==> src/ltc_pkg.sv <==
// ----------------------------------------------------------------------------
// ltc_pkg
// Shared types, constants and codes for the push/pop trace checker.
// ----------------------------------------------------------------------------
package ltc_pkg;

    localparam int DEPTH_DEF = 64;
    localparam int VAL_W     = 32;

    typedef enum logic [2:0] {
        V_STACK      = 3'd0,
        V_QUEUE      = 3'd1,
        V_PRIO       = 3'd2,
        V_IMPOSSIBLE = 3'd3,
        V_NOT_SURE   = 3'd4
    } t_verdict;

    typedef enum logic [0:0] {
        OP_PUSH = 1'b0,
        OP_POP  = 1'b1
    } t_op;

    typedef struct packed {
        logic              start_req;
        logic              op;
        logic signed [31:0] value;
    } t_in;

    typedef struct packed {
        logic       stack_ok;
        logic       fifo_ok;
        logic       heap_ok;
        logic [2:0] verdict;
        logic       overflowed;
    } t_out;

    typedef enum logic [3:0] {
        S_IDLE,
        S_SIMPLE,
        S_HPUSH_RD,
        S_HPUSH_CMP,
        S_HPOP_RDLAST,
        S_HPOP_RDC,
        S_HPOP_RDC2,
        S_HPOP_CMP,
        S_HPOP_RDTOP,
        S_DONE
    } t_state;

    // controller -> datapath
    typedef struct packed {
        logic load;      // capture input beat, apply start clear
        logic simple;    // lifo/fifo update, heap checks
        logic hpush_rd;  // read parent
        logic hpush_cmp; // compare and move or place
        logic hpop_last; // read last entry
        logic hpop_rdc;  // read left child
        logic hpop_rdc2; // read right child
        logic hpop_cmp;  // compare and move or place
        logic hpop_top;  // refresh cached top
        logic done;      // issue result
    } t_cmd;

    // datapath -> controller
    typedef struct packed {
        logic heap_push;  // heap insert needed
        logic heap_pop;   // heap removal needed
        logic sift_end;   // sift finished this step
        logic has_c2;     // right child exists
    } t_sts;

    function automatic logic sgt(input logic [31:0] a, input logic [31:0] b);
        sgt = $signed(a) > $signed(b);
    endfunction

endpackage

==> src/ltc_ctrl.sv <==
// ----------------------------------------------------------------------------
// ltc_ctrl
// Sequencer: steps each beat through the store updates and the heap sift.
// ----------------------------------------------------------------------------
module ltc_ctrl (
    input  logic           i_clk,
    input  logic           i_rst_n,
    input  logic           i_start,
    input  ltc_pkg::t_sts  i_sts,
    output ltc_pkg::t_cmd  o_cmd,
    output logic           o_busy
);
    ltc_pkg::t_state r_state, n_state;

    always_ff @(posedge i_clk) begin
        if (!i_rst_n) r_state <= ltc_pkg::S_IDLE;
        else          r_state <= n_state;
    end

    always_comb begin
        n_state = r_state;
        o_cmd   = '0;
        o_busy  = 1'b1;
        case (r_state)
            ltc_pkg::S_IDLE: begin
                o_busy = 1'b0;
                if (i_start) begin
                    o_cmd.load = 1'b1;
                    n_state = ltc_pkg::S_SIMPLE;
                end
            end
            ltc_pkg::S_SIMPLE: begin
                o_cmd.simple = 1'b1;
                if (i_sts.heap_push)     n_state = ltc_pkg::S_HPUSH_RD;
                else if (i_sts.heap_pop) n_state = ltc_pkg::S_HPOP_RDLAST;
                else                     n_state = ltc_pkg::S_DONE;
            end
            ltc_pkg::S_HPUSH_RD: begin
                o_cmd.hpush_rd = 1'b1;
                if (i_sts.sift_end) n_state = ltc_pkg::S_HPOP_RDTOP;
                else                n_state = ltc_pkg::S_HPUSH_CMP;
            end
            ltc_pkg::S_HPUSH_CMP: begin
                o_cmd.hpush_cmp = 1'b1;
                if (i_sts.sift_end) n_state = ltc_pkg::S_HPOP_RDTOP;
                else                n_state = ltc_pkg::S_HPUSH_RD;
            end
            ltc_pkg::S_HPOP_RDLAST: begin
                o_cmd.hpop_last = 1'b1;
                if (i_sts.sift_end) n_state = ltc_pkg::S_HPOP_RDTOP;
                else                n_state = ltc_pkg::S_HPOP_RDC;
            end
            ltc_pkg::S_HPOP_RDC: begin
                o_cmd.hpop_rdc = 1'b1;
                if (i_sts.sift_end)    n_state = ltc_pkg::S_HPOP_RDTOP;
                else if (i_sts.has_c2) n_state = ltc_pkg::S_HPOP_RDC2;
                else                   n_state = ltc_pkg::S_HPOP_CMP;
            end
            ltc_pkg::S_HPOP_RDC2: begin
                o_cmd.hpop_rdc2 = 1'b1;
                n_state = ltc_pkg::S_HPOP_CMP;
            end
            ltc_pkg::S_HPOP_CMP: begin
                o_cmd.hpop_cmp = 1'b1;
                if (i_sts.sift_end) n_state = ltc_pkg::S_HPOP_RDTOP;
                else                n_state = ltc_pkg::S_HPOP_RDC;
            end
            ltc_pkg::S_HPOP_RDTOP: begin
                o_cmd.hpop_top = 1'b1;
                n_state = ltc_pkg::S_DONE;
            end
            ltc_pkg::S_DONE: begin
                o_cmd.done = 1'b1;
                n_state = ltc_pkg::S_IDLE;
            end
            default: n_state = ltc_pkg::S_IDLE;
        endcase
    end

    assert property (@(posedge i_clk) disable iff (!i_rst_n)
        o_cmd.load |=> r_state == ltc_pkg::S_SIMPLE)
        else $error("load did not enter update step");
    assert property (@(posedge i_clk) disable iff (!i_rst_n)
        o_cmd.done |=> !o_busy)
        else $error("result step not followed by idle");
    assert property (@(posedge i_clk) disable iff (!i_rst_n)
        $onehot0(o_cmd))
        else $error("more than one command at once");
endmodule

==> config.mk <==
export PLATFORM = sky130hd
export DESIGN_NAME = ltc_ctrl
export DESIGN_NICKNAME = d
export VERILOG_FILES = /design/src/ltc_pkg.sv /design/src/ltc_ctrl.sv
export SDC_FILE = /design/constraint.sdc
export NUM_CORES = 1
export LEC_CHECK = 0
export ABC_AREA = 1
export BUFFER_PORTS_ARGS = -buffer_cell sky130_fd_sc_hd__buf_2
export CORE_AREA = 4 4 41 43
export CTS_BUF_LIST = sky130_fd_sc_hd__clkbuf_4 sky130_fd_sc_hd__clkbuf_8 sky130_fd_sc_hd__clkbuf_16
export DETAILED_ROUTE_END_ITERATION = 16
export DIE_AREA = 0 0 45 47
export PLACE_DENSITY = 0.55
export SLEW_MARGIN = 30
export SYNTH_ARGS = -nofsm -noshare
export SYNTH_HDL_FRONTEND = slang
export SYNTH_SLANG_ARGS = --single-unit
==> constraint.sdc <==
create_clock -name i_clk -period 1 [get_ports i_clk]
set_input_delay 0 -clock i_clk [delete_from_list [all_inputs] [get_ports i_clk]]
set_output_delay 0 -clock i_clk [all_outputs]
set_load 0.01 [all_outputs]
# ---- Word-level counts from Yosys, hierarchy flattened
# Index checks and enable logic that the tools add are counted.
dict set report word_totals {
  regBits 4
  word_cells 34
}
dict set report classes {
  n_eq_ne 10
  n_mux 21
  n_reduce_logical 2
}
# operator n
set ops {}
lappend ops {{case mux 4 bit (8 select lines)} 1}
lappend ops {{2-to-1 mux 4 bit} 7}
lappend ops {{== test 4 x 3 -> 1 bit (second input constant)} 4}
lappend ops {{2-to-1 mux 1 bit} 13}
lappend ops {{== test 4 x 2 -> 1 bit (second input constant)} 2}
lappend ops {{== test 4 bit (second input constant)} 2}
lappend ops {{== test 4 x 1 -> 1 bit (second input constant)} 1}
lappend ops {{zero test 4 bit} 1}
lappend ops {{!= test 2 bit (second input constant)} 1}
lappend ops {{OR reduction 2 bit} 1}

# ---- Depth between registers and ports, before layout
# Gate-level depths: netlist of the first run.
dict set report depth {
  depth_word 3
  depth_mapped 7
}

# ---- Worst setup path before layout of the first run
# OpenSTA, ideal clock, no wires.
dict set report synth_path {
  path_type {reg2reg}
  start {register r_state[2]}
  end {register r_state[1]}
  arrival_time_ns 0.953
  slack_ns -0.016
  stages_incl_launch_ff 8
  path_buffers 0
  path_cell_list {dfxtp_1 > inv_1 > nand2_1 > nor2_1 > nand2_1 > nand3_1 > nor2_1 > nor2_1}
}
dict set report synth_between {
  elab_chain_cells 3
  elab_cells_between_ends 12
}
# item line
set synth_lines {}
lappend synth_lines {{start: declaration} ltc_ctrl.sv:13} ;# ltc_pkg::t_state r_state, n_state;
lappend synth_lines {{start signal: assignment} ltc_ctrl.sv:16} ;# if (!i_rst_n) r_state <= ltc_pkg::S_IDLE;
lappend synth_lines {{start signal: assignment} ltc_ctrl.sv:17} ;# else r_state <= n_state;
lappend synth_lines {{== test 4 x 3 -> 1 bit} ltc_ctrl.sv:24} ;# case (r_state)
lappend synth_lines {{OR reduction 2 bit (no line)} -}
lappend synth_lines {{case mux 4 bit (8 select lines)} ltc_ctrl.sv:24}
# Parallel ways exist; a longest one is shown, timed or not.
# A chain may end at the register's enable or synchronous reset.

==> metrics.txt, run 1 <==
status=finished with violations; failing checks=setup timing; max reg flops=4; DR pass1 iterations=4; Post-Route Setup TNS=-1.52 ns; largest stage delay on the critical path=around 0.36 ns; top cell type's share of synthesized area=22.4%; Clock Skews=0.00572 ns; crit-path max FO=5; Seq/Total Area, Yosys=22.4%; most instantiated cells after synthesis=nor2_1, inv_1, nand2_1; CP required=1.00 ns; worst slew pin tran=about 0.24 ns; Post-synth ARST share=0%; DRC violations left=0; top post-synthesis cells by area=dfxtp_1, nor2_1, inv_1; Top reg by flops=r_state; Routed Antenna Nets=0; vias=about 570; crit path capture type=output pin; crit path buf inv count=4; CP most frequent cell=buf_6; YS warnings=0; first-pass GRT wire length=1950 um; vias per inst=4.68; hold path startpoint=i_rst_n; FP Rows=13; initial antenna violation count=0; Placed Area=roughly 540 sq um; RSZ-0062 raised after global routing=true; slowest CP cell=dfxtp_4; DR WL/cell=11.4 um; nets@finish=116; Pleak=between 0.4 and 0.5 nW; fmax=0.870 GHz; worst hold slack=between 0.01 and 0.015 ns; Post-Syn Area per Cell=5.26 sq um; Slew headroom=~84%; Crit Path Category=flop to output pin; Tot Pwr=0.00139 W; DIE AREA=2120 sq um; TritonCTS Sinks=4; P per Cell Area=1670 nW/um^2; gpl congestion=0.817; area grow syn2layout=131%; Hold WC Path Type=input pin to flop; Final Core Density=63.7%; ratio of cells with drive above 1 in the final layout=69.2%; cell type with the largest total area after synthesis=dfxtp_1; fin crit share=115%; Clock Tree Buf Depth=2; CP top delay family=flip-flops; vias in the first global route=502; Slew Limit Fails=0; Largest regs=r_state x4; Setup crit start=r_state[0]$_SDFFE_PN0P_; clk slew on worst S/H paths=~0.040 ns; cell count after synthesis=68; ANT cells=0; post-synthesis cell type count=14; Clock H-tree levels=1; #FFs+latches synth=4; cell with the most instances after synthesis=nor2_1; Clk Latency, worst-skew pair=0.24 ns; Starting Density=approximately 27%; clock root cell=clkbuf_4; critical path launch point type=flop; DRT iter0 DRCs=7; final worst slack=-0.150 ns; CTS Buf Count=3; EDFF count, synth=0; largest net degree at the start of global routing=6; Routed WL=1390 um; die width=45 um; Final Critical Period=1.15 ns; FF-to-FF Start=r_state[0]$_SDFFE_PN0P_; total global routing overflow=0; CTS tree=done; critical path, cell by cell=nor2_4, buf_4, buf_6, nand3_4, inv_2, buf_6; Post-Syn Nets=75; port buffer count=17; Total GRT Usage=around 13%; # setup viols final=15; Die Height=47 um; Core Area=1300 sq um; Primary FF master, synth=dfxtp_1; Synth Cell Area=358 sq um; num ports=18; cell area after layout=828 sq um; HPWL after DPL=852 um; max cap viols=0; Final Hold Vio Count=0; crit path DAT=1.15 ns; worst ir drop on vdd=1.06 mV
## where the power goes
part	internal, W	switching (W)	leakage [nW]
sequential	0.000202	0.0000661	0.0356
combinational	0.000456	0.000455	0.377
clock	0.000135	0.0000723	0.0138
total	0.000792	0.000593	0.426
## area by class of cell
| class | count | area (sq um) |
|---|---|---|
| Multi-Input combinational cell | 49 | 342 |
| Tap cell | 15 | 18.8 |
| Sequential cell | 4 | 95.1 |
| Inverter | 15 | 66.3 |
| Fill cell | 105 | 473 |
| Clock buffer | 3 | 22.5 |
| Timing Repair Buffer | 36 | 284 |
## stage by stage
step	std cells	setup WS, ns
2_1_floorplan	68	0.0270
3_3_place_gp	110	-0.115
3_5_place_dp	110	-0.106
4_1_cts	117	-0.150
5_1_grt	122	-0.200
6_report	122	-0.150
## path summary, 6_finish.rpt
check        depth (start not counted)                 endpoint  slack, ns
min reg2reg                          5  r_state[3]$_SDFFE_PN0P_       0.72
min                                  3  r_state[0]$_SDFFE_PN0P_       0.01
max                                  6                 o_cmd[1]      -0.15
max reg2reg                          7  r_state[0]$_SDFFE_PN0P_      -0.13
## cells by family after synthesis
logic type | synth area share, %
flops | 22.4
simple gates | 55.2
buf+inv | 15.7
compound gates | 6.64
## cells in the final DEF (no fill, tap or decap)
cell type,count
nor2_2,4
o21ai_1,1
dfxtp_4,4
buf_6,13
buf_2,14
nor3_2,2
nand3_4,2
nor2_4,6
nor2_1,11
nand2_8,1
inv_1,5
nand4_1,1
a21oi_1,1
clkbuf_4,3
nand3_1,7
nand2_1,7
nand2_2,3
inv_2,8
o21ai_4,1
buf_4,9
inv_6,2
a21oi_2,1
nand2_4,1
## repair_timing
| action | CTS | global route |
|---|---|---|
| hold buffers | 0 | 0 |
| endpoints found under the setup margin | 15 | 15 |
| buffers inserted | 4 | 5 |
| pin swaps | 7 | 12 |
| hold endpoints to repair | 0 | 0 |
| gates resized for setup | 37 | 24 |
## per-layer routing
metal | GRT usage (%) | vias up | wire length, um
met4 | 7.02 | 0 | 0
met2 | 21.8 | 17 | 785
met3 | 4.98 | 0 | 73
met1 | 13.2 | 264 | 532
li1 | - | 290 | -
met5 | 0 | - | 0
## worst register-to-register path: stages (launching register included)
cell and delay [ns]:
dfxtp_4 0.36, buf_4 0.14, nor2_4 0.12, nand2_2 0.10, buf_4 0.14, nand3_1 0.08
nor2_1 0.05, nor2_1 0.07
No activity file was read; power rests on OpenSTA's default activity.
==> inputs of run 2 (changes only) <==
SETUP_SLACK_MARGIN = 0.4   (was unset)
==> run 2 against run 1 <==
Compared with the run above: the run still ends with setup timing left; sequential share of layout area rose by 2.5 points; die area did not move; clock skew fell by 0.0038 ns; non-clock buffer count fell by 15; maximum frequency rose by 3.9%; global-route usage fell by 2.5 points; first-iteration DRC count fell by 29%; worst hold slack improved by 0.0034 ns; via count fell by 15%; critical path type unchanged; cell area fell by 18%; count of clock-buffer cells in the layout rose by 1; sequential power rose by 2%.
==> metrics.txt, run 2 (synthesis gave the netlist of run 1 again) <==
status=finished with violations; failing checks=setup timing; fmax=0.904 GHz; Final Hold Vio Count=0; Total GRT Usage=10.1%; clk slew on worst S/H paths=0.04 ns; area grow syn2layout=89.9%; Final Critical Period=1.11 ns; gpl congestion=0.826; worst slew pin tran=0.204 ns; Fillers=134; final worst slack=-0.106 ns; Tot Pwr=0.00123 W; met2 usage=15.8%; crit path capture type=output pin; CTS tree=done; R2R setup slack=-0.07 ns; DIE AREA=2120 sq um; Die Height=about 47 um; max cap viols=0; Clk Latency, worst-skew pair=0.23 ns; DR WL/cell=9.56 um; most common cell after layout, fill and taps aside=buf_2; HPWL after DPL=827 um; vias per inst=4.48; crit-path max FO=5; Clock Skews=0.00189 ns; Largest regs=r_state x4; vias in the first global route=398; Post-Place Setup Slack=-0.0161 ns; grt met3 use=under 10%; # setup viols final=14; register area=95.1 sq um; Top reg by flops=r_state; max reg flops=4; Hold WC Path Type=input pin to flop; final cell count without fillers=108; clock root cell=clkbuf_4; ANT cells=0; Clock Tree Buf Depth=2; port buffer count=17; RSZ-0062 raised after global routing=true; ratio of cells with drive above 1 in the final layout=just over 60%; vias=484; Routed WL=1030 um; DRT iter0 DRCs=5; dpl cells=101; critical path launch point type=flop; most frequent cells in the layout=buf_2, nor2_1, nand2_1; num ports=18; DRC violations left=0; first-pass GRT wire length=1550 um; Slew headroom=between 80% and 90%; total global routing overflow=0; Slew Limit Fails=0; worst hold slack=0.0162 ns; GR peak layer=met2; CP required=1.00 ns; DR pass1 iterations=4; area of the multi-input gates=313 sq um; worst ir drop on vdd=1.31 mV; FP Rows=13; largest net degree at the start of global routing=6; Core Area=1300 sq um; Starting Density=27.5%; crit path DAT=between 1 and 1.5 ns; initial antenna violation count=0; Pleak=0.370 nW; TritonCTS Sinks=4; nets@finish=101; Crit Path Category=flop to output pin; Clock H-tree levels=1; Post-Route Setup TNS=-0.840 ns; M1 GR Usage=13.0%; CTS Buf Count=3; Routed Antenna Nets=0; die width=between 40 and 50 um; fin crit share=111%; P per Cell Area=1800 nW/um^2
==> run 2: cell types whose count changed in the layout (fill, tap and decap cells not counted), moves of 2 or more <==
cell / before / now
inv_2: 8 / 6
buf_4: 9 / 1
nand3_2: 0 / 3
nand3_4: 2 / 0
buf_6: 13 / 5
==> run 2: final cells by class <==
type                            count  area share [%]
Clock buffer                        4            4.42
Inverter                           15            10.1
Multi-Input combinational cell     49            46.0
Sequential cell                     4            14.0
Tap cell                           15            2.76
Timing Repair Buffer               21            22.7
==> run 2: metal layers <==
metal	wire, um	part of all wire, %
met5	0	0
met4	0	0
met3	70	6.8
met2	521	50
met1	442	43
==> run 2: timing repair <==
action | in CTS | in global routing
endpoints found under the setup margin | 15 | 15
gates resized for setup | 13 | 14
hold buffers | 0 | 0
pin swaps | 3 | 7
buffers inserted | 3 | 0
==> run 2: worst max-delay path, stage by stage (launching register included) <==
cell and delay [ns]:
dfxtp_4 0.37, inv_6 0.08, nand2_2 0.06, buf_4 0.14, nor2_1 0.09, buf_2 0.13
==> run 2: stage by stage <==
step | utilization [%] | cell area (sq um)
floorplan | - | 410
global placement | 40.1 | 522
detailed placement | 40.1 | 522
CTS | 48.5 | 631
global route | 52.2 | 679
finish | 52.2 | 679
==> run 2: worst paths after layout <==
check | from | endpoint | depth (start not counted)
setup / recovery | r_state[3]$_SDFFE_PN0P_ | o_cmd[5] | 5
hold / removal | i_rst_n | r_state[1]$_SDFFE_PN0P_ | 3
setup reg to reg | r_state[0]$_SDFFE_PN0P_ | r_state[2]$_SDFFE_PN0P_ | 8
hold reg to reg | r_state[3]$_SDFFE_PN0P_ | r_state[0]$_SDFFE_PN0P_ | 3
==> run 2: where the power goes <==
group,internal [W],leakage [nW],switching [W]
Sequential,0.000202,0.0356,0.0000705
Clock,0.000177,0.0184,0.0000672
Combinational,0.000335,0.316,0.000375
Total,0.000713,0.370,0.000512
